`src/sv/lfu_pkg.sv`:
```
// Shared constants and types for the LFU replacement policy unit.
// No dependencies; imported by the policy unit and its testbench.
package lfu_pkg;

   localparam int CAP_BITS        = 5;
   localparam int VICTIM_KEY_BITS = 16;
   localparam int STAMP_BITS      = 32;

   localparam logic [CAP_BITS-1:0] CAP_RESET = 5'd16;

   typedef logic [STAMP_BITS-1:0]      stamp_type;
   typedef logic [VICTIM_KEY_BITS-1:0] victim_key_type;
   typedef logic [CAP_BITS-1:0]        cap_type;

endpackage

```
`src/sv/lfu_ram.sv`:
```
// Generic single-write, single-read RAM with registered read data.
// No dependencies.
module lfu_ram #(
   parameter int WIDTH = 64,
   parameter int DEPTH = 16
) (
   input  logic                                    clock,
   input  logic                                    wr_en,
   input  logic [(DEPTH > 1 ? $clog2(DEPTH) : 1)-1:0] wr_addr,
   input  logic [WIDTH-1:0]                        wr_data,
   input  logic [(DEPTH > 1 ? $clog2(DEPTH) : 1)-1:0] rd_addr,
   output logic [WIDTH-1:0]                        rd_data
);

   logic [WIDTH-1:0] mem_ff [DEPTH];
   logic [WIDTH-1:0] rd_data_ff;

   always_ff @(posedge clock) begin
      if (wr_en) begin
         mem_ff[wr_addr] <= wr_data;
      end
      rd_data_ff <= mem_ff[rd_addr];
   end

   assign rd_data = rd_data_ff;

endmodule

```
`src/sv/lfu_replacement_policy_unit.sv`:
```
// LFU replacement policy unit with oldest-first tie break; uses lfu_pkg and lfu_ram.
// Requests are taken only while idle and stall until the result is issued, since the scan is
// a single pass over the entry RAM (one read per cycle) with one shared compare.
// With capacity zero the scan is skipped and the result is issued from the finish state.
// Reset (synchronous): valid bits cleared, access sequence zero, capacity 16.
// Entry RAM contents are not cleared; entry data is only used while its valid bit is set.
module lfu_replacement_policy_unit #(
   parameter int ENTRIES    = 16,
   parameter int KEY_BITS   = 16,
   parameter int COUNT_BITS = 16
) (
   input  logic                           clock,
   input  logic                           reset,
   input  logic                           req_valid,
   output logic                           req_stall,
   input  logic [KEY_BITS-1:0]            req_access_key,
   output logic                           rsp_valid,
   input  logic                           rsp_stall,
   output logic                           rsp_was_hit,
   output logic                           rsp_did_evict,
   output lfu_pkg::victim_key_type        rsp_victim_key,
   input  logic                           csr_valid,
   output logic                           csr_ready,
   input  lfu_pkg::cap_type               csr_write_data
);

   import lfu_pkg::*;

   localparam int IDX_W  = (ENTRIES > 1) ? $clog2(ENTRIES) : 1;
   localparam int OCC_W  = $clog2(ENTRIES + 1);
   localparam int CMP_W  = (OCC_W > CAP_BITS) ? OCC_W : CAP_BITS;
   localparam int WORD_W = KEY_BITS + COUNT_BITS + STAMP_BITS;
   localparam logic [CMP_W-1:0] ENTRIES_CMP = CMP_W'(ENTRIES);
   localparam logic [IDX_W-1:0] LAST_IDX    = IDX_W'(ENTRIES - 1);

   typedef enum logic [1:0] {
      ST_IDLE,
      ST_SCAN,
      ST_FINISH
   } state_type;

   state_type              state_ff, state_in;
   cap_type                cap_ff, cap_in;
   stamp_type              seq_ff, seq_in;
   stamp_type              now_ff, now_in;
   logic [KEY_BITS-1:0]    key_ff, key_in;
   logic                   skip_ff, skip_in;
   logic [ENTRIES-1:0]     valid_ff, valid_in;

   logic [OCC_W-1:0]       issue_cnt_ff, issue_cnt_in;
   logic                   chk_pend_ff, chk_pend_in;
   logic [IDX_W-1:0]       chk_idx_ff, chk_idx_in;
   logic [OCC_W-1:0]       occ_ff, occ_in;

   logic                   hit_found_ff, hit_found_in;
   logic [IDX_W-1:0]       hit_idx_ff, hit_idx_in;
   logic [COUNT_BITS-1:0]  hit_count_ff, hit_count_in;
   logic                   free_found_ff, free_found_in;
   logic [IDX_W-1:0]       free_idx_ff, free_idx_in;
   logic                   vic_found_ff, vic_found_in;
   logic [IDX_W-1:0]       vic_idx_ff, vic_idx_in;
   logic [COUNT_BITS-1:0]  vic_count_ff, vic_count_in;
   stamp_type              vic_age_ff, vic_age_in;
   logic [KEY_BITS-1:0]    vic_key_ff, vic_key_in;

   logic                   rsp_valid_ff, rsp_valid_in;
   logic                   rsp_hit_ff, rsp_hit_in;
   logic                   rsp_evict_ff, rsp_evict_in;
   victim_key_type         rsp_vkey_ff, rsp_vkey_in;

   logic                   ram_wr_en;
   logic [IDX_W-1:0]       ram_wr_addr;
   logic [WORD_W-1:0]      ram_wr_data;
   logic [IDX_W-1:0]       ram_rd_addr;
   logic [WORD_W-1:0]      ram_rd_data;

   logic [KEY_BITS-1:0]    e_key;
   logic [COUNT_BITS-1:0]  e_count;
   stamp_type              e_stamp;
   stamp_type              e_age;
   logic                   e_valid;
   logic [COUNT_BITS-1:0]  count_inc;
   logic [CMP_W-1:0]       cap_ext;
   logic [CMP_W-1:0]       cap_eff;
   logic [CMP_W-1:0]       occ_ext;
   logic                   need_evict;
   logic [KEY_BITS+VICTIM_KEY_BITS-1:0] vkey_wide;

   lfu_ram #(
      .WIDTH (WORD_W),
      .DEPTH (ENTRIES)
   ) u_entries (
      .clock   (clock),
      .wr_en   (ram_wr_en),
      .wr_addr (ram_wr_addr),
      .wr_data (ram_wr_data),
      .rd_addr (ram_rd_addr),
      .rd_data (ram_rd_data)
   );

   assign e_key   = ram_rd_data[WORD_W-1 -: KEY_BITS];
   assign e_count = ram_rd_data[STAMP_BITS +: COUNT_BITS];
   assign e_stamp = ram_rd_data[STAMP_BITS-1:0];
   assign e_age   = seq_ff - e_stamp;
   assign e_valid = valid_ff[chk_idx_ff];

   assign count_inc = (&hit_count_ff) ? hit_count_ff : hit_count_ff + 1'b1;
   assign cap_ext   = CMP_W'(cap_ff);
   assign cap_eff   = (cap_ext > ENTRIES_CMP) ? ENTRIES_CMP : cap_ext;
   assign occ_ext   = CMP_W'(occ_ff);
   assign need_evict = (occ_ext >= cap_eff) || !free_found_ff;
   assign vkey_wide  = {{VICTIM_KEY_BITS{1'b0}}, vic_key_ff};

   assign req_stall      = (state_ff != ST_IDLE);
   assign csr_ready      = 1'b1;
   assign rsp_valid      = rsp_valid_ff;
   assign rsp_was_hit    = rsp_hit_ff;
   assign rsp_did_evict  = rsp_evict_ff;
   assign rsp_victim_key = rsp_vkey_ff;

   always_comb begin
      state_in      = state_ff;
      cap_in        = cap_ff;
      seq_in        = seq_ff;
      now_in        = now_ff;
      key_in        = key_ff;
      skip_in       = skip_ff;
      valid_in      = valid_ff;
      issue_cnt_in  = issue_cnt_ff;
      chk_pend_in   = 1'b0;
      chk_idx_in    = chk_idx_ff;
      occ_in        = occ_ff;
      hit_found_in  = hit_found_ff;
      hit_idx_in    = hit_idx_ff;
      hit_count_in  = hit_count_ff;
      free_found_in = free_found_ff;
      free_idx_in   = free_idx_ff;
      vic_found_in  = vic_found_ff;
      vic_idx_in    = vic_idx_ff;
      vic_count_in  = vic_count_ff;
      vic_age_in    = vic_age_ff;
      vic_key_in    = vic_key_ff;
      rsp_valid_in  = rsp_valid_ff && rsp_stall;
      rsp_hit_in    = rsp_hit_ff;
      rsp_evict_in  = rsp_evict_ff;
      rsp_vkey_in   = rsp_vkey_ff;
      ram_wr_en     = 1'b0;
      ram_wr_addr   = hit_idx_ff;
      ram_wr_data   = {key_ff, COUNT_BITS'(1), now_ff};
      ram_rd_addr   = issue_cnt_ff[IDX_W-1:0];

      if (csr_valid) begin
         cap_in = csr_write_data;
      end

      unique case (state_ff)
         ST_IDLE: begin
            if (req_valid) begin
               key_in        = req_access_key;
               now_in        = seq_ff;
               skip_in       = (cap_ff == '0);
               issue_cnt_in  = '0;
               occ_in        = '0;
               hit_found_in  = 1'b0;
               free_found_in = 1'b0;
               vic_found_in  = 1'b0;
               if (cap_ff == '0) begin
                  state_in = ST_FINISH;
               end else begin
                  seq_in   = seq_ff + 1'b1;
                  state_in = ST_SCAN;
               end
            end
         end
         ST_SCAN: begin
            // issue one read per cycle; data for chk_idx arrives in the following cycle
            if (issue_cnt_ff < OCC_W'(ENTRIES)) begin
               issue_cnt_in = issue_cnt_ff + 1'b1;
               chk_pend_in  = 1'b1;
               chk_idx_in   = issue_cnt_ff[IDX_W-1:0];
            end
            if (chk_pend_ff) begin
               if (e_valid) begin
                  occ_in = occ_ff + 1'b1;
                  if (!hit_found_ff && e_key == key_ff) begin
                     hit_found_in = 1'b1;
                     hit_idx_in   = chk_idx_ff;
                     hit_count_in = e_count;
                  end
                  // lowest count wins, then the larger age; ties keep the lower slot
                  if (!vic_found_ff || e_count < vic_count_ff ||
                      (e_count == vic_count_ff && e_age > vic_age_ff)) begin
                     vic_found_in = 1'b1;
                     vic_idx_in   = chk_idx_ff;
                     vic_count_in = e_count;
                     vic_age_in   = e_age;
                     vic_key_in   = e_key;
                  end
               end else if (!free_found_ff) begin
                  free_found_in = 1'b1;
                  free_idx_in   = chk_idx_ff;
               end
               if (chk_idx_ff == LAST_IDX) begin
                  state_in = ST_FINISH;
               end
            end
         end
         ST_FINISH: begin
            if (!rsp_valid_ff || !rsp_stall) begin
               rsp_valid_in = 1'b1;
               rsp_hit_in   = 1'b0;
               rsp_evict_in = 1'b0;
               rsp_vkey_in  = '0;
               state_in     = ST_IDLE;
               if (!skip_ff) begin
                  if (hit_found_ff) begin
                     ram_wr_en   = 1'b1;
                     ram_wr_addr = hit_idx_ff;
                     ram_wr_data = {key_ff, count_inc, now_ff};
                     rsp_hit_in  = 1'b1;
                  end else if (need_evict) begin
                     if (vic_found_ff) begin
                        ram_wr_en    = 1'b1;
                        ram_wr_addr  = vic_idx_ff;
                        rsp_evict_in = 1'b1;
                        rsp_vkey_in  = vkey_wide[VICTIM_KEY_BITS-1:0];
                     end
                  end else begin
                     ram_wr_en             = 1'b1;
                     ram_wr_addr           = free_idx_ff;
                     valid_in[free_idx_ff] = 1'b1;
                  end
               end
            end
         end
         default: begin
            state_in = ST_IDLE;
         end
      endcase
   end

   always_ff @(posedge clock) begin
      if (reset) begin
         state_ff     <= ST_IDLE;
         cap_ff       <= CAP_RESET;
         seq_ff       <= '0;
         valid_ff     <= '0;
         chk_pend_ff  <= 1'b0;
         rsp_valid_ff <= 1'b0;
      end else begin
         state_ff     <= state_in;
         cap_ff       <= cap_in;
         seq_ff       <= seq_in;
         valid_ff     <= valid_in;
         chk_pend_ff  <= chk_pend_in;
         rsp_valid_ff <= rsp_valid_in;
      end
      now_ff        <= now_in;
      key_ff        <= key_in;
      skip_ff       <= skip_in;
      issue_cnt_ff  <= issue_cnt_in;
      chk_idx_ff    <= chk_idx_in;
      occ_ff        <= occ_in;
      hit_found_ff  <= hit_found_in;
      hit_idx_ff    <= hit_idx_in;
      hit_count_ff  <= hit_count_in;
      free_found_ff <= free_found_in;
      free_idx_ff   <= free_idx_in;
      vic_found_ff  <= vic_found_in;
      vic_idx_ff    <= vic_idx_in;
      vic_count_ff  <= vic_count_in;
      vic_age_ff    <= vic_age_in;
      vic_key_ff    <= vic_key_in;
      rsp_hit_ff    <= rsp_hit_in;
      rsp_evict_ff  <= rsp_evict_in;
      rsp_vkey_ff   <= rsp_vkey_in;
   end

endmodule

```
`config.mk`:
```
export PLATFORM = sky130hd
export DESIGN_NAME = lfu_replacement_policy_unit
export DESIGN_NICKNAME = d
export VERILOG_FILES = /design/src/sv/lfu_pkg.sv /design/src/sv/lfu_ram.sv /design/src/sv/lfu_replacement_policy_unit.sv
export SDC_FILE = /design/constraint.sdc
export NUM_CORES = 1
export LEC_CHECK = 0
export BUFFER_PORTS_ARGS = -buffer_cell sky130_fd_sc_hd__buf_4
export CORE_MARGIN = 3
export CORE_UTILIZATION = 45
export CTS_CLUSTER_DIAMETER = 30
export CTS_CLUSTER_SIZE = 40
export DETAILED_ROUTE_END_ITERATION = 10
export PLACE_DENSITY_LB_ADDON = 0.2
export RECOVER_POWER = 50
export SLEW_MARGIN = 20
export SYNTH_ARGS = -nofsm -noshare
export SYNTH_HDL_FRONTEND = slang
export SYNTH_HIERARCHICAL = 1
export SYNTH_SLANG_ARGS = --single-unit
export TNS_END_PERCENT = 20
```
`constraint.sdc`:
```
create_clock -name clock -period 16.7 [get_ports clock]
set_clock_uncertainty 0.15 [all_clocks]
set_input_delay 2.505 -clock clock [delete_from_list [all_inputs] [get_ports clock]]
set_output_delay 2.505 -clock clock [all_outputs]
set_load 0.02 [all_outputs]
```
# ---- Yosys cells after proc, flatten, opt, wreduce, memory -nomap -nowiden
# Memory sizes are Yosys's and may differ from the RTL's. A register that Yosys moved wholly into a read port is not among the register bits.
# Index checks and enable logic that the tools add are counted.
dict set report totals {
  ff_bits 233
  latch_bits 0
  ram_bits 1024
  rom_bits 0
  input_bits 26
  out_inout_bits 21
  elab_cells 149
  memories 1
}
dict set report op_classes {
  add_sub_neg 5
  multipliers 0
  div_mod_pow 0
  magnitude_cmp 8
  n_eq_ne 14
  n_shift 0
  mux 52
  bitwise 9
  n_reduce_logical 35
}
# memory words width read_ports rd_clocked_by_memory_dff write_ports line_no
set memory_table {}
lappend memory_table {u_entries.mem_ff 16 64 1 1 1 lfu_ram.sv:15} ;# logic [WIDTH-1:0] mem_ff [DEPTH];
# cell n
set op_table {}
lappend op_table {{two-way mux 48 bit} 4}
lappend op_table {{adder 32 x 1 -> 32 bit (second input constant)} 1}
lappend op_table {{equality test 16 bit} 2}
lappend op_table {{> comparator 32 bit} 1}
lappend op_table {{subtractor 32 bit} 1}
lappend op_table {{two-way mux 5 bit} 5}
lappend op_table {{two-way mux 4 bit} 6}
lappend op_table {{AND reduction 4 bit} 6}
lappend op_table {{two-way mux 1 bit} 23}
lappend op_table {{case mux 5 bit (2 select lines)} 2}
lappend op_table {{inequality test 2 bit (second input constant)} 9}
lappend op_table {{adder 16 x 1 -> 16 bit (second input constant)} 1}
lappend op_table {{less-than comparator 16 bit} 1}
lappend op_table {{two-way mux 16 bit} 1}
lappend op_table {{OR 16 bit} 1}
lappend op_table {{AND reduction 16 bit} 1}
lappend op_table {{AND reduction 5 bit} 3}
lappend op_table {{adder 5 x 1 -> 5 bit (second input constant)} 2}
lappend op_table {{less-than comparator 4 x 5 -> 1 bit (second input constant)} 2}
lappend op_table {{two-way mux 2 bit} 5}
lappend op_table {{inverter 1 bit} 8}
lappend op_table {{case mux 1 bit (2 select lines)} 3}
lappend op_table {{case mux 2 bit (3 select lines)} 1}
lappend op_table {{AND reduction 2 bit} 3}
lappend op_table {{19 further kinds} 31}

# ---- Depth between registers and ports, before layout
dict set report depth {
  ltp_word 11
  ltp_mapped 22
  depth_no_buf 22
}

# ---- Cells and area by module
# The synthesis kept the hierarchy.
# module n_inst cells_per_inst area_per_inst_um2 seq_area_each_um2
set modules_own_cells {}
lappend modules_own_cells {lfu_ram 1 1647 39581.7 32030.7}
lappend modules_own_cells {lfu_replacement_policy_unit 1 1034 11641.2 6426.2}

# ---- Worst setup path before layout
# No wires, ideal clock.
dict set report synth_path {
  kind {input to register}
  startpoint {in rsp_stall}
  endpoint {mem u_entries.mem_ff[0][0] (enable)}
  setup_ns 0.565
  t_arrival_ns 9.286
  required_time_ns 15.985
  slack_ns 6.699
  cell_stages 8
  path_buffers 0
  cell_sequence {a21oi_1 nor2b_1 nor2b_1 o21ai_0 nand2_1 o21ai_0 or3b_2 nor3_1}
}
dict set report synth_via {
  elab_cells_between_ends 8
  classes_between {mux: 6; reduce/logical: 2}
}
# element line_no
set synth_lines {}
lappend synth_lines {{from (decl)} lfu_replacement_policy_unit.sv:18} ;# input logic rsp_stall,
lappend synth_lines {{logical NOT 1 bit} lfu_replacement_policy_unit.sv:209} ;# if (!rsp_valid_ff || !rsp_stall) begin
lappend synth_lines {{logical OR 1 bit} lfu_replacement_policy_unit.sv:209}
lappend synth_lines {{two-way mux 4 bit} lfu_replacement_policy_unit.sv:209}
lappend synth_lines {{two-way mux 4 bit} lfu_replacement_policy_unit.sv:156} ;# unique case (state_ff)
lappend synth_lines {{via ram_wr_addr[2]} lfu_replacement_policy_unit.sv:72} ;# logic [IDX_W-1:0] ram_wr_addr;
lappend synth_lines {{to (decl)} lfu_ram.sv:15}
# The timed path passes the listed nets, and every way through them passes these cells.

==> results.md <==
- Initial Util: 0.455
- GRT Total Usage: 0.196
- Ant diodes: 0
- Hold Buf Count CTS: 0
- Setup Crit Path Kind: flip-flop to flip-flop
- Clock buffer depth: 3
- Clock transition at the registers of the reported paths: 60 ps
- Leakage: 20.4 nW
- Setup violators final: 0
- CTS resizes: 0
- Yosys cell types: 72
- R2r setup slk: 9020 ps
- Worst-Skew Late Latency: 800 ps
- First-pass DRT Iterations: 5
- Tightest Pin Transition: 4420 ps
- Pwr/cell area: 153 nW/um^2
- CTS buffer count: 235
- Synthesized area: 51200 sq um
- Largest fanout on the critical path: 150
- Largest net degree at the start of global routing: 151
- Setup TNS: 0 ps
- Share of synthesized flip-flops with an asynchronous set or reset: 0
- Seq cells post-synth: 1321
- Area grow syn2layout: 20.1%
- IO Port Bufs: 45
- First-pass GRT wire length: 172 mm
- Multi-input logic area: 12000 sq um
- Peak supply drop: 112 uV
- Req. time, crit path: 17240 ps
- Commonest non-fill, non-tap cell in the layout: edfxtp_1
- Most frequent cells in the layout: edfxtp_1 (1200), mux4_2 (261), clkbuf_16 (237), nand2_1 (134), a22oi_1 (132)
- Vias: 25700
- Hpwl dp: 63.3 mm
- Sequential cell area: 38500 sq um
- HP Class: flip-flop to flip-flop
- Final ANT Viol Nets: 0
- Sequential fraction of the synthesis area: 0.751
- Startpoint types: flip-flop
- Crit end category: flip-flop
- Maximum capacitance violations: 10
- Top-Level Pins: 47
- Total setup buffers inserted after CTS: 0
- Fillers: 8558
- Vias in the first global route: 27200
- Synthesized net count: 2796
- Number of clock sinks: 1321
- Vert. Die Dim: 343 microns
- Avg Cell Area, Syn: 19.1 sq um
- Tmin final: 7680 ps
- Fin util: 0.546
- Crit path arrival time: 8220 ps
- Top FF cell, synth: edfxtp_1
- RSZ-0062 raised after global routing: no
- Slew Limit Headroom: -1.94
- Gate count after technology mapping: 2681
- Gpl congestion: 0.774
- Status: finished with violations
- # DRC: 0
- Die Wd: 343 microns
- Clock tree root buffer cell: clkbuf_16
- Fin nets: 3021
- DR vias/cell: 5.57
- Tcrit/Tclk final: 0.460
- Max Fclk: 0.130 GHz
- H-tree depth: 4
- Ratio of cells with drive above 1 in the final layout: 0.237
- Hold_ws: 307 ps
- Failing checks: max-capacitance violations, max-slew violations
- Number of synthesized flops with an enable pin: 1200
- Endpoints failing hold: 0
- Routed len/inst: 24.5 microns
- CTS tree: yes
- Core box area: 113000 sq um
- Gr ovfl total: 0
- Initial antenna violation count: 0
- Final wirelength: 113 mm
- FP Rows: 123
- Die footprint: 118000 sq um
- Iter 0 DRT Violations: 2068
- Synth Warn #: 6
- Final Max Slew Viols: 400
==> kinds of logic after synthesis <==
kind of cell               count (synthesis)  synth area share
and+or+nand+nor                          415            0.0384
adders and majority gates                 89            0.0219
DFF                                     1321             0.751
other                                      1         0.0000732
AOI/OAI and AO/OA                        308            0.0415
buffers and inverters                    197            0.0172
xor gates and xnor gates                  83            0.0142
muxes                                    267             0.116
==> per-stage QoR <==
stage	std cells	setup slack [ps]	total power (W)	area (sq um)
after global placement	4167	9470	0.00465	53400
after CTS	4620	10230	0.00951	61700
after detailed placement	4169	9400	0.00467	53500
after global routing	4620	8510	0.00977	61500
after floorplan	2681	6700	0.00441	51200
final	4620	9020	0.00943	61500
==> synthesized netlist by cell type (3+ instances only) <==
master       n  share of area
clkbuf_1    54         0.0040
mux2i_1      6         0.0012
buf_2       14         0.0014
nor2_1     114         0.0084
inv_1       94         0.0069
nor2b_1     17         0.0021
or3_1       12         0.0015
nand4_1     18         0.0022
xnor2_1     47         0.0080
and4_1       6         0.0010
nor3_1      22         0.0021
nand2_1    134         0.0098
buf_4        7         0.0010
a21oi_1     63         0.0062
mux4_2     261           0.11
nand3b_1     4        0.00059
ha_1        88          0.021
o21a_1       8         0.0012
o31a_1       4        0.00068
o21ai_0     26         0.0025
edfxtp_1  1200           0.70
buf_1       13        0.00095
o211ai_1     5        0.00073
nand3_1     32         0.0031
a211oi_1     3        0.00044
a22oi_1    132          0.019
a31oi_1      4        0.00049
a21o_1      26         0.0038
and3_1       9         0.0011
xor2_1      36         0.0062
o21bai_1     3        0.00044
buf_6       13         0.0029
and2_1      19         0.0023
nand2b_1    10         0.0012
dfxtp_1    121          0.047
o21ai_1      8        0.00078
==> power breakdown <==
part	internal [W]	leakage [nW]	switching, W
Combinational	0.000346	4.84	0.000445
Sequential	0.00373	11.6	0.0000916
Clock	0.00316	3.94	0.00166
Total	0.00723	20.4	0.00220
==> worst max-delay path, cell delays in order, from the launching register on <==
cell and delay [ps]:
edfxtp_1 310, clkbuf_1 1940, buf_12 750, clkbuf_1 3130
mux4_2 760, a22oi_1 120, nand2_1 270
==> state kept, by name, indices dropped and copies added, names as in the netlist, 4 cells and up <==
register,flops
key_ff,16
vic_idx_ff,4
rsp_victim_key,16
issue_cnt_ff,5
now_ff,32
vic_age_ff,32
vic_key_ff,16
hit_count_ff,16
occ_ext,5
cap_ext,5
seq_ff,32
vic_count_ff,16
u_entries/rd_data,64
chk_idx_ff,4
hit_idx_ff,4
valid_ff,16
u_entries/mem_ff,1024
free_idx_ff,4
==> layout make-up <==
class                           instances  area share
Clock inverter                        168      0.0336
Sequential cell                      1321       0.625
Timing Repair Buffer                   89     0.00972
Tap cell                             1500      0.0305
Clock buffer                          283       0.100
Multi-Input combinational cell       1163       0.195
Inverter                               96     0.00586
==> final timing paths <==
| kind | start | endpoint | cells past startpoint |
|---|---|---|---|
| max | issue_cnt_ff[1] | u_entries/rd_data[6] | 6 |
| min | u_entries/rd_data[52] | vic_key_ff[4] | 0 |
| max reg2reg | issue_cnt_ff[1] | u_entries/rd_data[6] | 6 |
| min reg2reg | u_entries/rd_data[52] | vic_key_ff[4] | 0 |
==> metal layers <==
layer  wire [microns]  global-route usage
met3             6030              0.0325
met4             2670              0.0625
met1            48200               0.267
met5                0                   0
met2            56200               0.325
Power figures use the tool's default switching activity.
